--- src/sv/xmbr_pkg.sv ---
// Package for the XMODEM block receiver: phase, reply, verdict and status codes, shared types.
package xmbr_pkg;

    localparam int unsigned PAYLOAD_BYTES = 128;
    localparam int unsigned IDX_W         = 7;
    localparam int unsigned ADDR_W        = 15;

    localparam logic [7:0] CH_SOH = 8'h01;
    localparam logic [7:0] CH_EOT = 8'h04;
    localparam logic [7:0] CH_CAN = 8'h18;

    localparam logic [7:0] LAST_INDEX = 8'(PAYLOAD_BYTES - 1);
    localparam logic [7:0] CMP_BASE   = 8'd255;

    typedef enum logic [2:0] {
        PH_IDLE,
        PH_CMD,
        PH_BLK,
        PH_CMP,
        PH_DATA,
        PH_SUM
    } phase_t;

    typedef enum logic [1:0] {
        RP_ACK = 2'd0,
        RP_NAK = 2'd1,
        RP_CAN = 2'd2
    } reply_t;

    typedef enum logic [1:0] {
        VD_NONE   = 2'd0,
        VD_COMMIT = 2'd1,
        VD_DUP    = 2'd2,
        VD_REJECT = 2'd3
    } verdict_t;

    typedef enum logic [2:0] {
        ST_RUN     = 3'd0,
        ST_DONE    = 3'd1,
        ST_CANCEL  = 3'd2,
        ST_PROTO   = 3'd3,
        ST_TIMEOUT = 3'd4
    } status_t;

    typedef struct packed {
        phase_t           phase;
        logic [7:0]       expected_block;
        logic [7:0]       got_block;
        logic [7:0]       got_complement;
        logic [IDX_W-1:0] byte_index;
        logic [7:0]       running_sum;
        logic [7:0]       timeout_count;
    } ctx_t;

    typedef struct packed {
        logic              send_valid;
        reply_t            send_code;
        logic              data_valid;
        logic [ADDR_W-1:0] data_address;
        logic [7:0]        data_byte;
        verdict_t          block_verdict;
        status_t           transfer_status;
    } res_t;

endpackage

--- src/sv/xmbr_step.sv ---
// Per-item protocol step: next receiver state and the result item for one input item.
module xmbr_step (
    input  xmbr_pkg::ctx_t cur,
    input  logic [7:0]     retry_limit,
    input  logic [7:0]     rx_byte,
    input  logic           is_timeout,
    output xmbr_pkg::ctx_t nxt,
    output xmbr_pkg::res_t res
);

    logic [7:0] limit;
    logic [7:0] tcount_inc;
    logic [7:0] prev_block;
    logic       is_dup;
    logic       is_bad;
    logic       last_byte;

    assign limit      = (retry_limit == 8'd0) ? 8'd1 : retry_limit;
    assign tcount_inc = cur.timeout_count + 8'd1;
    assign prev_block = cur.expected_block - 8'd1;
    assign is_dup     = (cur.expected_block > 8'd1) && (cur.got_block == prev_block);
    assign is_bad     = (cur.got_block != cur.expected_block)
                     || (cur.got_complement != (xmbr_pkg::CMP_BASE - cur.got_block))
                     || (cur.running_sum != rx_byte);
    assign last_byte  = ({1'b0, cur.byte_index} >= xmbr_pkg::LAST_INDEX);

    // next state
    always_comb
    begin
        nxt = cur;
        case (cur.phase)
            xmbr_pkg::PH_CMD:
            begin
                if (is_timeout)
                begin
                    nxt.timeout_count = tcount_inc;
                    if (tcount_inc >= limit)
                    begin
                        nxt.phase = xmbr_pkg::PH_IDLE;
                    end
                end
                else if (rx_byte == xmbr_pkg::CH_SOH)
                begin
                    nxt.phase       = xmbr_pkg::PH_BLK;
                    nxt.byte_index  = '0;
                    nxt.running_sum = '0;
                end
                else
                begin
                    nxt.phase = xmbr_pkg::PH_IDLE;
                end
            end
            xmbr_pkg::PH_BLK, xmbr_pkg::PH_CMP, xmbr_pkg::PH_DATA, xmbr_pkg::PH_SUM:
            begin
                if (is_timeout)
                begin
                    nxt.phase         = xmbr_pkg::PH_CMD;
                    nxt.timeout_count = '0;
                end
                else if (cur.phase == xmbr_pkg::PH_BLK)
                begin
                    nxt.got_block = rx_byte;
                    nxt.phase     = xmbr_pkg::PH_CMP;
                end
                else if (cur.phase == xmbr_pkg::PH_CMP)
                begin
                    nxt.got_complement = rx_byte;
                    nxt.phase          = xmbr_pkg::PH_DATA;
                end
                else if (cur.phase == xmbr_pkg::PH_DATA)
                begin
                    nxt.running_sum = cur.running_sum + rx_byte;
                    if (last_byte)
                    begin
                        nxt.byte_index = '0;
                        nxt.phase      = xmbr_pkg::PH_SUM;
                    end
                    else
                    begin
                        nxt.byte_index = cur.byte_index + 1'b1;
                    end
                end
                else
                begin
                    if (!is_dup && !is_bad)
                    begin
                        nxt.expected_block = cur.expected_block + 8'd1;
                    end
                    nxt.phase         = xmbr_pkg::PH_CMD;
                    nxt.timeout_count = '0;
                end
            end
            default:
            begin
                nxt.phase = xmbr_pkg::PH_IDLE;
                if (!is_timeout && rx_byte == xmbr_pkg::CH_SOH)
                begin
                    nxt.expected_block = 8'd1;
                    nxt.timeout_count  = '0;
                    nxt.phase          = xmbr_pkg::PH_BLK;
                    nxt.byte_index     = '0;
                    nxt.running_sum    = '0;
                end
            end
        endcase
    end

    // result item
    always_comb
    begin
        res = '{send_valid: 1'b0, send_code: xmbr_pkg::RP_ACK, data_valid: 1'b0,
                data_address: '0, data_byte: '0, block_verdict: xmbr_pkg::VD_NONE,
                transfer_status: xmbr_pkg::ST_RUN};
        case (cur.phase)
            xmbr_pkg::PH_CMD:
            begin
                if (is_timeout)
                begin
                    res.send_valid = 1'b1;
                    res.send_code  = xmbr_pkg::RP_NAK;
                    if (tcount_inc >= limit)
                    begin
                        res.transfer_status = xmbr_pkg::ST_TIMEOUT;
                    end
                end
                else if (rx_byte == xmbr_pkg::CH_SOH)
                begin
                    res.send_valid = 1'b0;
                end
                else if (rx_byte == xmbr_pkg::CH_EOT)
                begin
                    res.send_valid      = 1'b1;
                    res.send_code       = xmbr_pkg::RP_ACK;
                    res.transfer_status = xmbr_pkg::ST_DONE;
                end
                else if (rx_byte == xmbr_pkg::CH_CAN)
                begin
                    res.transfer_status = xmbr_pkg::ST_CANCEL;
                end
                else
                begin
                    res.send_valid      = 1'b1;
                    res.send_code       = xmbr_pkg::RP_CAN;
                    res.transfer_status = xmbr_pkg::ST_PROTO;
                end
            end
            xmbr_pkg::PH_BLK, xmbr_pkg::PH_CMP, xmbr_pkg::PH_DATA, xmbr_pkg::PH_SUM:
            begin
                if (is_timeout)
                begin
                    res.send_valid    = 1'b1;
                    res.send_code     = xmbr_pkg::RP_NAK;
                    res.block_verdict = xmbr_pkg::VD_REJECT;
                end
                else if (cur.phase == xmbr_pkg::PH_DATA)
                begin
                    res.data_valid   = 1'b1;
                    res.data_byte    = rx_byte;
                    res.data_address = {prev_block, cur.byte_index};
                end
                else if (cur.phase == xmbr_pkg::PH_SUM)
                begin
                    res.send_valid = 1'b1;
                    if (is_dup)
                    begin
                        res.send_code     = xmbr_pkg::RP_ACK;
                        res.block_verdict = xmbr_pkg::VD_DUP;
                    end
                    else if (is_bad)
                    begin
                        res.send_code     = xmbr_pkg::RP_NAK;
                        res.block_verdict = xmbr_pkg::VD_REJECT;
                    end
                    else
                    begin
                        res.send_code     = xmbr_pkg::RP_ACK;
                        res.block_verdict = xmbr_pkg::VD_COMMIT;
                    end
                end
            end
            default:
            begin
                res.send_valid = 1'b0;
            end
        endcase
    end

endmodule

--- src/sv/xmodem_block_receiver.sv ---
// Top level of the XMODEM checksum block receiver: state, config and result registers.
// One item is one received byte or one read timeout, and each item gives exactly one
// result item. An accepted item updates the protocol state register and loads its result
// into the output register at the same clock edge; a new item is taken every cycle
// as long as the output register is empty or is being drained, so the sustained rate is
// one item per clock, set by the single compare-and-add step per byte. retry_limit is
// written through cfg_we/cfg_data and resets to 10; a value of 0 acts as 1.
module xmodem_block_receiver (
    input  logic        clk,
    input  logic        rst_n,
    input  logic        cfg_we,
    input  logic [7:0]  cfg_data,
    input  logic        in_valid,
    output logic        in_ready,
    input  logic [7:0]  rx_byte,
    input  logic        is_timeout,
    output logic        out_valid,
    input  logic        out_ready,
    output logic        send_valid,
    output logic [1:0]  send_code,
    output logic        data_valid,
    output logic [14:0] data_address,
    output logic [7:0]  data_byte,
    output logic [1:0]  block_verdict,
    output logic [2:0]  transfer_status
);

    xmbr_pkg::ctx_t ctx_reg;
    xmbr_pkg::ctx_t ctx_next;
    xmbr_pkg::res_t res_reg;
    xmbr_pkg::res_t res_next;
    logic [7:0]     retry_limit_reg;
    logic           out_valid_reg;
    logic           in_fire;

    assign in_ready = !out_valid_reg || out_ready;
    assign in_fire  = in_valid && in_ready;

    xmbr_step u_step (
        .cur         (ctx_reg),
        .retry_limit (retry_limit_reg),
        .rx_byte     (rx_byte),
        .is_timeout  (is_timeout),
        .nxt         (ctx_next),
        .res         (res_next)
    );

    always_ff @(posedge clk or negedge rst_n)
    begin
        if (!rst_n)
        begin
            ctx_reg         <= '{phase: xmbr_pkg::PH_IDLE, expected_block: 8'd1,
                                 got_block: '0, got_complement: '0, byte_index: '0,
                                 running_sum: '0, timeout_count: '0};
            retry_limit_reg <= 8'd10;
            out_valid_reg   <= 1'b0;
        end
        else
        begin
            if (cfg_we)
            begin
                retry_limit_reg <= cfg_data;
            end
            if (in_fire)
            begin
                ctx_reg <= ctx_next;
            end
            if (in_fire)
            begin
                out_valid_reg <= 1'b1;
            end
            else if (out_ready)
            begin
                out_valid_reg <= 1'b0;
            end
        end
    end

    always_ff @(posedge clk)
    begin
        if (in_fire)
        begin
            res_reg <= res_next;
        end
    end

    assign out_valid       = out_valid_reg;
    assign send_valid      = res_reg.send_valid;
    assign send_code       = res_reg.send_code;
    assign data_valid      = res_reg.data_valid;
    assign data_address    = res_reg.data_address;
    assign data_byte       = res_reg.data_byte;
    assign block_verdict   = res_reg.block_verdict;
    assign transfer_status = res_reg.transfer_status;

`ifndef ASSERT_OFF
    a_data_alone: assert property (@(posedge clk) disable iff (!rst_n)
        (out_valid_reg && res_reg.data_valid) |->
            (!res_reg.send_valid && res_reg.block_verdict == xmbr_pkg::VD_NONE))
        else $error("payload item carries a reply or verdict");

    a_commit_advances: assert property (@(posedge clk) disable iff (!rst_n)
        (in_fire && res_next.block_verdict == xmbr_pkg::VD_COMMIT) |=>
            (ctx_reg.expected_block == $past(ctx_reg.expected_block) + 8'd1))
        else $error("commit did not advance expected block");

    a_stall_holds: assert property (@(posedge clk) disable iff (!rst_n)
        (out_valid_reg && !out_ready) |=> (out_valid_reg && $stable(res_reg)))
        else $error("stalled result changed");

    a_end_to_idle: assert property (@(posedge clk) disable iff (!rst_n)
        (in_fire && res_next.transfer_status != xmbr_pkg::ST_RUN) |=>
            (ctx_reg.phase == xmbr_pkg::PH_IDLE))
        else $error("transfer ended but phase not idle");
`endif

endmodule
--- config.mk ---
export PLATFORM = sky130hd
export DESIGN_NAME = xmodem_block_receiver
export DESIGN_NICKNAME = d
export VERILOG_FILES = /design/src/sv/xmbr_pkg.sv /design/src/sv/xmbr_step.sv /design/src/sv/xmodem_block_receiver.sv
export SDC_FILE = /design/constraint.sdc
export NUM_CORES = 1
export LEC_CHECK = 0
export ABC_AREA = 1
export BUFFER_PORTS_ARGS = -buffer_cell sky130_fd_sc_hd__buf_2
export CORE_MARGIN = 10
export CORE_UTILIZATION = 30
export DETAILED_ROUTE_END_ITERATION = 12
export GPL_TIMING_DRIVEN = 1
export SLEW_MARGIN = 5
export SYNTH_ARGS = -nofsm -noshare
export SYNTH_HDL_FRONTEND = slang
export SYNTH_SLANG_ARGS = --single-unit
--- constraint.sdc ---
create_clock -name clk -period 6 [get_ports clk]
set_input_delay 1.2 -clock clk [delete_from_list [all_inputs] [get_ports clk]]
set_output_delay 1.2 -clock clk [all_outputs]
set_load 0.005 [all_outputs]
==> results.md, run 1 <==
- In this run the worst hold path is classified as flop to flop.
- In the final routed layout, each cell accounts on average for 13.6 um.
- The count of state elements after synthesis is 91.
- In the synthesized netlist the dominant register cell turns out to be sky130_fd_sc_hd__dfrtp_1.
- The full die area is 0.0239 mm2.
- After global routing the overflow that remains totals 0.
- The later pin in the worst-skew pair is clocked with a latency of 350 ps.
- After detailed placement, the total cell area comes to 0.00593 mm2.
- The final instance area is 0.00627 mm2.
- The yosys synthesis warning count is 0.
- The post-cts resize count is 0.
- The fraction of final layout cells sized beyond drive strength 1 is 0.127.
- The worst setup path is captured at a flop.
- The total negative setup slack is 0 ps.
- The via count of the routed design is 4610.
- The net count of the finished layout is 811.
- The category of the critical setup timing path is input port to flop.
- The first global-routing pass estimated 23000 um of wire.
- Synthesis produced a netlist with a net count of 756.
- The most common cell in the synthesized netlist is sky130_fd_sc_hd__nand2_1.
- The relative slew slack is 0.472.
- The synthesized area per cell is 7.61 um2.
- Dividing the final minimum period by the clock period gives 0.495.
- After detailed placement, the design holds a cell count of 986.
- The number of DRC markers after the initial detailed-route iteration is 347.
- In this run the static leakage power is 0.00305 uW.
- The clock period minus worst slack is 2970 ps.
- The floorplan has 49 rows.
- The number of global-route vias before repair is 4581.
- The congestion estimate from routability-driven global placement came to 0.866.
- In this run the power density over the cells is 251 mW/mm2.
- After clock tree synthesis, the clock-pin slew on the worst setup and hold paths is 60 ps.
- The number of buffers inserted by hold repair at cts is 0.
- The height of the die is 154 um.
- STA classifies the critical path startpoint as an input port.
- The number of antenna diodes in the final layout is 0.
- The setup slack after layout is 3030 ps.
- The final max-slew violation count was 0.
- The layout has 1906 filler cells.
- The number of nets still failing antenna checks after routing is 0.
- The total setup violations reported at the end of the flow is 0.
- The share of the Yosys chip area taken by registers is 0.450.
- For the pin with the worst max-slew slack, the measured transition is 793 ps.
- Summing internal, switching and leakage power gives 1570 uW.
- The maximum ir drop on the vdd rail is 0.172 mV.
- From synthesis to final layout, the design area changed by 15.5%.
- The run finished with clean final reports.
- The largest net degree at the start of global routing is 60.
- The post-synthesis instance area is 0.00543 mm2.
- The number of buffers created by CTS is 9.
- Counting distinct cell types in the post-synthesis netlist gives 42.
- The flip-flop count of the largest register after layout is 50.
- For this design, the sink count on the clock tree is 91.
- Setup repair after global routing left no endpoint under its margin.
- Sorting the synthesized cells by how often they occur yields 202 x sky130_fd_sc_hd__nand2_1, 94 x sky130_fd_sc_hd__inv_1, 87 x sky130_fd_sc_hd__nor2_1, 56 x sky130_fd_sc_hd__dfrtp_1, 50 x sky130_fd_sc_hd__nand3_1.
- During I/O placement, the number of pins put on the boundary was 56.
- For this run, the top clock speed supported by timing is 337 MHz.
- The initial utilization of the core area, before any placement, comes to 0.303.
- The synthesized instance count is 713.
- In the routed layout, each cell is associated on average with a via count of 4.60.
- For this run, the number of standard cells in the final layout without fillers is 1002.
- Post-CTS timing repair inserted 0 buffers for setup.
- The longest clock path from root to sink contains 2 buffers.
- For this run, the detailed router's first-pass iteration total came to 4.
- The largest fanout of any net on the critical path is 24.
- The number of design rule violations left after detail routing is 0.
- The cell taking the most area after synthesis is sky130_fd_sc_hd__dfrtp_1.
- Yosys attributes the largest share of cell area to sky130_fd_sc_hd__dfrtp_1 26%, sky130_fd_sc_hd__edfxtp_1 18%, sky130_fd_sc_hd__nand2_1 14%, sky130_fd_sc_hd__inv_1 6.5%, sky130_fd_sc_hd__nor2_1 6.0%.
- The H-tree level count is 3.
- The wire-length estimate of the detail-placed layout is 10300 um.
- The initial antenna violation count is 0.
- The required time at the endpoint of the critical path is 6280 ps.
- Of the post-synthesis cell area, the dominant cell type holds 0.258.
- Buffers placed on the I/O ports in this run total 55.
- The pre-CTS worst setup slack is 2620 ps.
- The clock arrives with 8.13 ps of skew.
- The wire length reported by the detailed router is 13600 um.
- The final number of hold-violating endpoints is 0.
- Counting flops with an async set or reset pin after synthesis yields a share of 0.648.
- The all-layer global routing usage is 0.117.
- The root buffer cell chosen for the clock tree is sky130_fd_sc_hd__clkbuf_16.
- STA puts the critical path data arrival time at 3250 ps.
- The number of enable-type register cells in the synthesized netlist is 32.
- Across the run, the number of max-cap violations was 0.
- The width of the die is 154 um.
- The CTS tree is built.
- The core region is 0.0179 mm2.
==> cell families (layout without fill, tap and decap cells) <==
| family | count (synthesis) | count (layout) | synth area share |
|---|---|---|---|
| AND/OR/NAND/NOR | 390 | 390 | 0.312 |
| buffers and inverters | 116 | 176 | 0.0844 |
| multiplexers | 1 | 1 | 0.00184 |
| AO/OA/AOI/OAI | 80 | 80 | 0.0800 |
| XOR/XNOR | 14 | 14 | 0.0226 |
| adder cells (fa/ha/maj) | 21 | 21 | 0.0498 |
| flip-flops | 91 | 91 | 0.450 |
==> layout by cell type (no fill, tap or decap), types with 2 or more instances in the layout <==
| cell | netlist | routed |
|---|---|---|
| sky130_fd_sc_hd__nand2_2 | 5 | 5 |
| sky130_fd_sc_hd__clkbuf_16 | 0 | 9 |
| sky130_fd_sc_hd__o21ai_0 | 39 | 39 |
| sky130_fd_sc_hd__nor2_2 | 2 | 2 |
| sky130_fd_sc_hd__inv_1 | 94 | 94 |
| sky130_fd_sc_hd__nand3_1 | 50 | 50 |
| sky130_fd_sc_hd__nand2_4 | 2 | 2 |
| sky130_fd_sc_hd__nand4_1 | 22 | 22 |
| sky130_fd_sc_hd__bufinv_16 | 0 | 3 |
| sky130_fd_sc_hd__clkbuf_1 | 4 | 2 |
| sky130_fd_sc_hd__nor3_1 | 9 | 9 |
| sky130_fd_sc_hd__a21oi_1 | 12 | 12 |
| sky130_fd_sc_hd__xor2_1 | 10 | 10 |
| sky130_fd_sc_hd__inv_2 | 8 | 8 |
| sky130_fd_sc_hd__a31oi_1 | 3 | 3 |
| sky130_fd_sc_hd__buf_4 | 2 | 2 |
| sky130_fd_sc_hd__nor2_1 | 87 | 87 |
| sky130_fd_sc_hd__clkinv_1 | 1 | 2 |
| sky130_fd_sc_hd__dfstp_2 | 3 | 3 |
| sky130_fd_sc_hd__ha_1 | 20 | 20 |
| sky130_fd_sc_hd__xnor2_1 | 4 | 4 |
| sky130_fd_sc_hd__edfxtp_1 | 32 | 32 |
| sky130_fd_sc_hd__o22ai_1 | 2 | 2 |
| sky130_fd_sc_hd__dfrtp_1 | 56 | 56 |
| sky130_fd_sc_hd__nand3_2 | 3 | 3 |
| sky130_fd_sc_hd__o21ai_1 | 15 | 15 |
| sky130_fd_sc_hd__o31ai_1 | 2 | 2 |
| sky130_fd_sc_hd__buf_2 | 6 | 55 |
| sky130_fd_sc_hd__o21a_1 | 2 | 2 |
| sky130_fd_sc_hd__nand2_1 | 202 | 202 |
| sky130_fd_sc_hd__nor4_1 | 3 | 3 |
==> where the power goes <==
group	leakage [uW]	internal [uW]	total [uW]	switching, uW
combinational	0.00179	75.9	209	133
clock	0.000157	406	645	239
sequential	0.00110	686	715	29.7
total	0.00305	1170	1570	402
==> metrics by stage <==
| stage | util | hold WS [ps] |
|---|---|---|
| final | 0.350 | 486 |
| after global routing | 0.350 | 547 |
| after CTS | 0.350 | 488 |
| after detailed placement | 0.331 | 465 |
| after global placement | 0.331 | 465 |
| after floorplan | - | 449 |
==> final cells by class <==
class                   count  area [um2]  share of cell area
flip-flops and latches     91        2440               0.390
inverters                 103         387              0.0617
well taps                 229         287              0.0457
clock inverters             5         101              0.0162
clock buffers              11         233              0.0371
multi-input cells         506        2530               0.403
repair buffers             57         290              0.0463
==> worst max-delay path, stage by stage <==
cell	delay, ps
sky130_fd_sc_hd__buf_2	180
sky130_fd_sc_hd__inv_2	220
sky130_fd_sc_hd__nand4_2	600
sky130_fd_sc_hd__a21boi_2	450
sky130_fd_sc_hd__nand2_4	180
sky130_fd_sc_hd__inv_2	160
sky130_fd_sc_hd__nand2_2	110
sky130_fd_sc_hd__o21ai_1	140
==> worst paths after layout <==
path                             startpoint     endpoint  slack (ps)  depth (start not counted)
worst min-delay path            ctx_reg[22]  ctx_reg[22]         490                          2
min in group asynchronous             rst_n   ctx_reg[5]        1010                          2
max in group asynchronous             rst_n  ctx_reg[25]        4460                          2
worst max register to register   ctx_reg[0]  ctx_reg[48]        3520                         11
worst max-delay path             is_timeout  ctx_reg[15]        3030                          8
worst min register to register  ctx_reg[22]  ctx_reg[22]         490                          2
==> metal layers <==
metal | share of wire | GRT usage | wire (um)
met2 | 0.47 | 0.190 | 6440
met4 | 0.021 | 0.0427 | 290
met3 | 0.035 | 0.0266 | 479
met1 | 0.47 | 0.149 | 6370
met5 | 0 | 0 | 0
Power figures use the tool's default switching activity.
==> inputs of run 2 (changes only) <==
--- a/config.mk
+++ b/config.mk
@@ -5,7 +5,7 @@
 export SDC_FILE = /design/constraint.sdc
 export NUM_CORES = 1
 export LEC_CHECK = 0
-export ABC_AREA = 1
+export ABC_AREA = 0
 export BUFFER_PORTS_ARGS = -buffer_cell sky130_fd_sc_hd__buf_2
 export CORE_MARGIN = 10
 export CORE_UTILIZATION = 30
==> constraint.sdc (replaced) <==
create_clock -name clk -period 3 [get_ports clk]
set_input_delay 0.6 -clock clk [delete_from_list [all_inputs] [get_ports clk]]
set_output_delay 0.6 -clock clk [all_outputs]
set_load 0.005 [all_outputs]
==> run 2 against run 1 <==
Compared with the run above:
- via count shrank 12%
- synthesized cell count is 28% lower
- critical path depth stayed put
- sequential power grew 130%
- clock-buffer cell count unchanged
- total power rose by 140%
- largest cell class unchanged
- largest power group unchanged
==> results.md, run 2 <==
- The all-layer global routing usage came to 0.114 (was 0.117).
- The number of design rule violations left after detail routing came to 0 (unchanged).
- The yosys synthesis warning count came to 0 (unchanged).
- The number of buffers between clock root and the deepest sink came to 2 (unchanged).
- The relative slew slack is 0.317 (was 0.472).
- For this run, the top clock speed supported by timing is 340 MHz.
- The initial standard-cell utilization of the core is 0.307 (was 0.303).
- The area of the core is 0.0166 mm2 (was 0.0179 mm2).
- The full die area is 0.0226 mm2 (was 0.0239 mm2).
- The most common cell in the synthesized netlist is sky130_fd_sc_hd__nand2_1 (unchanged).
- The final max-slew violation count is 0 (unchanged).
- The first-pass GRT wire length is 20600 um (was 23000 um).
- The required time at the endpoint of the critical path is 3080 ps (was 6280 ps).
- The most common library cell in the layout ignoring fill and taps is sky130_fd_sc_hd__nand2_1 (unchanged).
- The largest fanout of any net on the critical path is 13 (was 24).
- The total placed instance area is 0.00560 mm2 (was 0.00593 mm2).
- The number of primary I/O pins came to 56 (unchanged).
- The worst-case clock skew is 8.51 ps (was 8.13 ps).
- The category of the critical setup timing path is flop to flop (was input port to flop).
- The number of sinks on the clock net is 91 (unchanged).
- The cell row count is 47 (was 49).
- The largest net degree at the start of global routing is 36 (was 60).
- The number of nets still failing antenna checks after routing is 0 (unchanged).
- The share of async-settable or async-resettable flops after synthesis is 0.648 (unchanged).
- The critical path launch point type is a flop (was input port).
- The number of buffers inserted to repair setup after CTS is 0 (unchanged).
- The global placement routability congestion came to 0.878 (was 0.866).
- Commonest non-fill, non-tap cells in the layout: 65 x sky130_fd_sc_hd__nand2_1, 56 x sky130_fd_sc_hd__dfrtp_1, 55 x sky130_fd_sc_hd__buf_2 (was 202 x sky130_fd_sc_hd__nand2_1, 94 x sky130_fd_sc_hd__inv_1, 87 x sky130_fd_sc_hd__nor2_1).
- The worst path arrival time is 3020 ps (was 3250 ps).
- The via count normalized by instance count is 5.14 (was 4.60).
- The synthesized net count is 554 (was 756).
- The fraction of final layout cells sized beyond drive strength 1 is 0.186 (was 0.127).
- The via count of the routed design is 4043 (was 4610).
- The estimated wirelength of the detail-placed design is 9290 um (was 10300 um).
- The cell at the root of the clock tree is sky130_fd_sc_hd__clkbuf_16 (unchanged).
- The maximum cell stage delay along the critical path is 660 ps (was 600 ps).
- The path type of the worst min-delay path is input port to async pin (was flop to flop).
- The height of the die was 150 um (was 154 um).
- The clock-pin slew on the worst setup and hold paths is 60 ps (about the same).
- The number of buffers created by CTS came to 9 (unchanged).
- The critical path capture point type is a flop (unchanged).
- The count of distinct cell types in the synthesized netlist was 59 (was 42).
- The post-synthesis instance area is 0.00508 mm2 (was 0.00543 mm2).
- The power density over the cells is 638 mW/mm2 (was 251 mW/mm2).
- The count of state elements after synthesis is 91 (unchanged).
- The register area share after synthesis is 0.480 (was 0.450).
- The standby leakage power is 0.00260 uW (was 0.00305 uW).
- The register area is 0.00244 mm2 (unchanged).
- The sum of overflow across all layers after global routing is 0 (unchanged).
- The synthesized instance count is 511 (was 713).
- The number of global-route vias before repair came to 3963 (was 4581).
- The number of DRC markers after the initial detailed-route iteration is 368 (was 347).
- The most frequently used flop master after synthesis is sky130_fd_sc_hd__dfrtp_1 (unchanged).
- The post-placement cell count came to 770 (was 986).
- The maximum ir drop on the vdd rail was 0.308 mV (was 0.172 mV).
- Most common library cells after synthesis: 65 x sky130_fd_sc_hd__nand2_1, 56 x sky130_fd_sc_hd__dfrtp_1, 37 x sky130_fd_sc_hd__nor2_1, 33 x sky130_fd_sc_hd__o21ai_0, 32 x sky130_fd_sc_hd__edfxtp_1 (was 202 x sky130_fd_sc_hd__nand2_1, 94 x sky130_fd_sc_hd__inv_1, 87 x sky130_fd_sc_hd__nor2_1, 56 x sky130_fd_sc_hd__dfrtp_1, 50 x sky130_fd_sc_hd__nand3_1).
- Cell-by-cell listing of the critical path: inv_1, ha_1, nand2b_1, a21oi_1, a311o_1, a221o_1, nor4_1, o21ai_0 (was buf_2, inv_2, nand4_2, a21boi_2, nand2_4, inv_2, nand2_2, o21ai_1).
- The flip-flop count of the largest register after layout came to 50 (unchanged).
- The transition time at the pin with the least slew margin is 1020 ps (was 793 ps).
- The H-tree level count is 3 (unchanged).
- The final instance area is 0.00593 mm2 (was 0.00627 mm2).
- The width of the die is 150 um (was 154 um).
- Status: complete, no violations (unchanged).
- The wire length per cell after detailed routing was 16.3 um (was 13.6 um).
- The area growth from synthesis to layout is 16.6% (was 15.5%).
- The clock insertion delay at the later pin of the skew report is 350 ps (about the same).
- The cell taking the most area after synthesis was sky130_fd_sc_hd__dfrtp_1 (unchanged).
- The number of enable-type register cells in the synthesized netlist is 32 (unchanged).
- The count of nets after finishing is 604 (was 811).
- RSZ-0062 raised after global routing: no (unchanged).
- The total of max-cap violations is 0 (unchanged).
- The number of filler cells placed in the layout is 1676 (was 1906).
- The number of port buffers was 55 (unchanged).
- The wire length reported by the detailed router is 12800 um (was 13600 um).
- The length of the first detailed-routing pass in iterations is 5 (was 4).
- The top-area cell type share of the netlist area is 0.276 (was 0.258).
- The library cell contributing the largest single delay on the critical path was sky130_fd_sc_hd__dfstp_2 (was sky130_fd_sc_hd__nand4_2).
- The period utilization is 0.980.
- The post-layout instance count excluding filler cells is 786 (was 1002).
- The CTS tree is built (unchanged).
- The initial antenna violation count is 0 (unchanged).
- Dominant cells by area after synthesis: sky130_fd_sc_hd__dfrtp_1 28%, sky130_fd_sc_hd__edfxtp_1 19%, sky130_fd_sc_hd__ha_1 4.9%, sky130_fd_sc_hd__nand2_1 4.8%, sky130_fd_sc_hd__mux2_2 3.3% (was sky130_fd_sc_hd__dfrtp_1 26%, sky130_fd_sc_hd__edfxtp_1 18%, sky130_fd_sc_hd__nand2_1 14%, sky130_fd_sc_hd__inv_1 6.5%, sky130_fd_sc_hd__nor2_1 6.0%).
- The final number of hold-violating endpoints is 0 (unchanged).
- The total negative setup slack was 0 ps (unchanged).
- The number of buffers inserted by hold repair at cts is 0 (unchanged).
- The number of antenna cells inserted is 0 (unchanged).
- The post-cts resize count was 0 (unchanged).
- The setup slack on the worst flop-to-flop path is 60 ps (was 3520 ps).
- The total setup violations reported at the end of the flow is 0 (unchanged).
- The multi-input combinational cell area is 0.00247 mm2 (was 0.00253 mm2).
- After layout, the minimum clock period comes to 2940 ps.
- The synthesized area per cell came to 9.95 um2 (was 7.61 um2).
-- run 2: logic make-up (layout without fill, tap and decap cells) --
logic type,Yosys count,count (layout),synth area share
AND/OR/NAND/NOR,205,205,0.206
AO/OA/AOI/OAI,106,106,0.140
flip-flops,91,91,0.480
buffers and inverters,42,97,0.0332
XOR/XNOR,28,28,0.0482
adder cells (fa/ha/maj),21,21,0.0532
multiplexers,18,18,0.0391
-- run 2: area by class of cell --
cell class / instances / area share
inverter: 16 / 0.0101
timing repair buffer: 65 / 0.0591
sequential: 91 / 0.412
clock inverter: 5 / 0.0144
clock buffer: 11 / 0.0409
tap: 220 / 0.0464
multi-input combinational: 378 / 0.417
-- run 2: stage by stage --
stage | util | hold slack, ps | power (uW) | setup slack (ps)
after global routing | 0.357 | 360 | 3970 | 6.69
after global placement | 0.338 | 473 | 2510 | 246
after floorplan | - | 304 | 2250 | 217
after detailed placement | 0.338 | 478 | 2540 | 150
after CTS | 0.357 | 329 | 3800 | 121
final | 0.357 | 300 | 3780 | 60.3
-- run 2: path summary, 6_finish.rpt --
| kind | start | end | depth (start not counted) |
|---|---|---|---|
| hold reg to reg | ctx_reg[10] | ctx_reg[10] | 2 |
| min in group clk | cfg_data[2] | retry_limit_reg[2] | 3 |
| max in group asynchronous | rst_n | ctx_reg[16] | 2 |
| setup / recovery | ctx_reg[39] | block_verdict[0] | 8 |
| setup reg to reg | ctx_reg[39] | block_verdict[0] | 8 |
| hold / removal | rst_n | ctx_reg[41] | 1 |
-- run 2: layer usage --
metal  track usage  up-vias  part of all wire
met4        0.0500        0             0.018
met3        0.0210       17             0.049
met2         0.194       85              0.51
met5             0        -                 0
li1              -     1935                 -
met1         0.139     2006              0.42
-- run 2: worst max-delay path: cells and delay by family (launching register included) --
kind                     cells  cell delay, ps
flip-flops                   1             660
AND/OR/NAND/NOR              2             660
buffers and inverters        1             100
AO/OA/AOI/OAI                4             920
adder cells (fa/ha/maj)      1             330
-- run 2: where the power goes --
group          internal [uW]  switching (uW)  leakage (uW)
registers               1430             174       0.00110
logic                    389             531       0.00134
clock network            758             496      0.000156
total                   2580            1200       0.00260
==> inputs of run 3 (changes only) <==
--- a/config.mk
+++ b/config.mk
@@ -5,12 +5,13 @@
 export SDC_FILE = /design/constraint.sdc
 export NUM_CORES = 1
 export LEC_CHECK = 0
-export ABC_AREA = 0
+export ABC_AREA = 1
 export BUFFER_PORTS_ARGS = -buffer_cell sky130_fd_sc_hd__buf_2
 export CORE_MARGIN = 10
 export CORE_UTILIZATION = 30
 export DETAILED_ROUTE_END_ITERATION = 12
 export GPL_TIMING_DRIVEN = 1
+export MAX_ROUTING_LAYER = met4
 export SLEW_MARGIN = 5
 export SYNTH_ARGS = -nofsm -noshare
 export SYNTH_HDL_FRONTEND = slang
==> constraint.sdc (replaced) <==
create_clock -name clk -period 2.57 [get_ports clk]
set_input_delay 0.514 -clock clk [delete_from_list [all_inputs] [get_ports clk]]
set_output_delay 0.514 -clock clk [all_outputs]
set_load 0.005 [all_outputs]
==> run 3 against run 2 <==
Compared with the run above:
- utilization down 0.57 points
- die area rose by 5.8%
- hold slack got worse by 160 ps
- final cell count rose by 28%
- cell area rose by 6.2%
- highest routed layer unchanged
==> results.md, run 3 (synthesis gave the netlist of run 1 again) <==
- The clock period minus worst slack is 2300 ps (was 2940 ps).
- The most common library cell in the layout ignoring fill and taps is sky130_fd_sc_hd__nand2_1 (unchanged).
- The maximum cell stage delay along the critical path is 410 ps (was 660 ps).
- The period utilization is 0.895 (was 0.980).
- The category of the critical setup timing path is flop to flop (unchanged).
- The final cell utilization of the core is 0.352 (was 0.357).
- The initial antenna violation count is 0 (unchanged).
- The initial standard-cell utilization of the core is 0.303 (was 0.307).
- The global placement routability congestion is 0.912 (was 0.878).
- RSZ-0062 raised after global routing: no (unchanged).
- The cell at the root of the clock tree was sky130_fd_sc_hd__clkbuf_16 (unchanged).
- The full die area is 0.0239 mm2 (was 0.0226 mm2).
- The post-placement cell count was 990 (was 770).
- The number of antenna cells inserted is 0 (unchanged).
- The number of global-route vias before repair was 4642 (was 3963).
- The total of max-cap violations was 0 (unchanged).
- The wire length reported by the detailed router came to 13900 um (was 12800 um).
- The all-layer global routing usage is 0.123 (was 0.114).
- The final number of hold-violating endpoints is 0 (unchanged).
- The total negative setup slack is 0 ps (unchanged).
- The worst-case clock skew is 10.2 ps (was 8.51 ps).
- The length of the first detailed-routing pass in iterations is 5 (unchanged).
- The count of nets after finishing came to 815 (was 604).
- The area of the core is 0.0179 mm2 (was 0.0166 mm2).
- The fraction of final layout cells sized beyond drive strength 1 was 0.136 (was 0.186).
- The largest fanout of any net on the critical path is 6 (was 13).
- The via count of the routed design was 4703 (was 4043).
- The critical path capture point type was a flop (unchanged).
- The number of design rule violations left after detail routing came to 0 (unchanged).
- The relative slew slack came to 0.642 (was 0.317).
- The CTS tree is built (unchanged).
- The standby leakage power was 0.00307 uW (was 0.00260 uW).
- The pre-CTS worst setup slack is 205 ps (was 150 ps).
- The final hold slack was 138 ps (was 300 ps).
- The area growth from synthesis to layout is 16.0% (was 16.6%).
- The via count normalized by instance count is 4.67 (was 5.14).
- The number of buffers between clock root and the deepest sink was 2 (unchanged).
- The number of buffers inserted by hold repair at cts is 0 (unchanged).
- The number of buffers created by CTS is 9 (unchanged).
- The largest net degree at the start of global routing was 27 (was 36).
- The buffering stage count on the worst path with inverters included is 1 (unchanged).
- The path type of the worst min-delay path is input port to async pin (unchanged).
- The total setup violations reported at the end of the flow is 0 (unchanged).
- The first-pass GRT wire length is 23300 um (was 20600 um).
- The critical path launch point type is a flop (unchanged).
- Commonest non-fill, non-tap cells in the layout: 202 x sky130_fd_sc_hd__nand2_1, 94 x sky130_fd_sc_hd__inv_1, 87 x sky130_fd_sc_hd__nor2_1 (was 65 x sky130_fd_sc_hd__nand2_1, 56 x sky130_fd_sc_hd__dfrtp_1, 55 x sky130_fd_sc_hd__buf_2).
- The number of primary I/O pins is 56 (unchanged).
- The maximum frequency from static timing analysis was 435 MHz (was 340 MHz).
- The number of port buffers was 55 (unchanged).
- The flip-flop count of the largest register after layout is 50 (unchanged).
- The H-tree level count is 3 (unchanged).
- Status: complete, no violations (unchanged).
- The endpoint of the lowest-slack register-to-register path is ctx_reg[49] (was block_verdict[0]).
- The wire length per cell after detailed routing is 13.8 um (was 16.3 um).
- The power density over the cells is 577 mW/mm2 (was 638 mW/mm2).
- The height of the die is 154 um (was 150 um).
- The depth of the worst register-to-register path is 12 (was 8).
- The number of nets still failing antenna checks after routing is 0 (unchanged).
- The worst path arrival time is 2570 ps (was 3020 ps).
- The cell row count is 49 (was 47).
- Cell-by-cell listing of the critical path: nand3_1, nor3_1, nand2_1, xor2_1, inv_1, ha_1, a21oi_1, o21a_1, nand3_1, o21ai_4, nand2_1, o21ai_0 (was inv_1, ha_1, nand2b_1, a21oi_1, a311o_1, a221o_1, nor4_1, o21ai_0).
- The startpoint of the worst register-to-register path is ctx_reg[0] (was ctx_reg[39]).
- The clock insertion delay at the later pin of the skew report is 360 ps (was 350 ps).
- The estimated wirelength of the detail-placed design is 10800 um (was 9290 um).
- The transition time at the pin with the least slew margin was 537 ps (was 1020 ps).
- The width of the die was 154 um (was 150 um).
- The maximum ir drop on the vdd rail came to 0.306 mV (was 0.308 mV).
- The clock-pin slew on the worst setup and hold paths is 70 ps (was 60 ps).
- The setup slack after layout is 269 ps (was 60.3 ps).
- The kind of cell with the highest combined delay on the critical path was simple AND/OR/NAND/NOR gates (was compound AO/OA/AOI/OAI gates).
- The final max-slew violation count is 0 (unchanged).
- The post-layout instance count excluding filler cells is 1006 (was 786).
- The number of DRC markers after the initial detailed-route iteration is 411 (was 368).
- The number of sinks on the clock net was 91 (unchanged).
- The required time at the endpoint of the critical path is 2840 ps (was 3080 ps).
- The library cell contributing the largest single delay on the critical path was sky130_fd_sc_hd__dfrtp_1 (was sky130_fd_sc_hd__dfstp_2).
- The setup slack on the worst flop-to-flop path was 270 ps (was 60 ps).
- The sum of overflow across all layers after global routing is 0 (unchanged).
[run 3: repair_timing]
| item | CTS | global route |
|---|---|---|
| hold endpoints to repair | 0 | 0 |
| setup buffers | 0 | 0 |
| endpoints found under the setup margin | 0 | 3 |
| resized for setup | 0 | 2 |
[run 3: metrics by stage]
stage	total power (uW)	cell area, um2
after global routing	3820	6300
final	3630	6300
after floorplan	2010	5430
after CTS	3670	6290
after global placement	2190	5960
after detailed placement	2200	5960
[run 3: worst max path at each step]
| stage | from | endpoint | slack [ps] | cells after the start |
|---|---|---|---|---|
| floorplan | out_ready | ctx_reg[24] | 380 | 8 |
| global placement | rx_byte[6] | send_code[0] | 300 | 10 |
| detailed placement | ctx_reg[0] | ctx_reg[49] | 210 | 12 |
| CTS | ctx_reg[0] | ctx_reg[49] | 180 | 12 |
| global route | ctx_reg[0] | ctx_reg[49] | 0.2 | 12 |
| finish | ctx_reg[0] | ctx_reg[49] | 270 | 12 |
[run 3: layout make-up]
cell class / instances / area [um2]
clock buffers: 9 / 225
clock inverters: 7 / 98.8
fillers: 1905 / 11600
inverters: 103 / 387
multi-input cells: 506 / 2540
flip-flops and latches: 91 / 2440
well taps: 229 / 287
repair buffers: 61 / 320
[run 3: routing by layer]
layer / vias up / GRT usage / share of wire
met5: - / - / 0
met4: 0 / 0.0490 / 0.022
met3: 21 / 0.0197 / 0.030
met2: 94 / 0.193 / 0.47
met1: 2164 / 0.155 / 0.47
li1: 2424 / - / -
[run 3: where the power goes]
part | switching, uW | internal [uW]
Sequential | 66.6 | 1600
Clock | 598 | 859
Combinational | 327 | 181
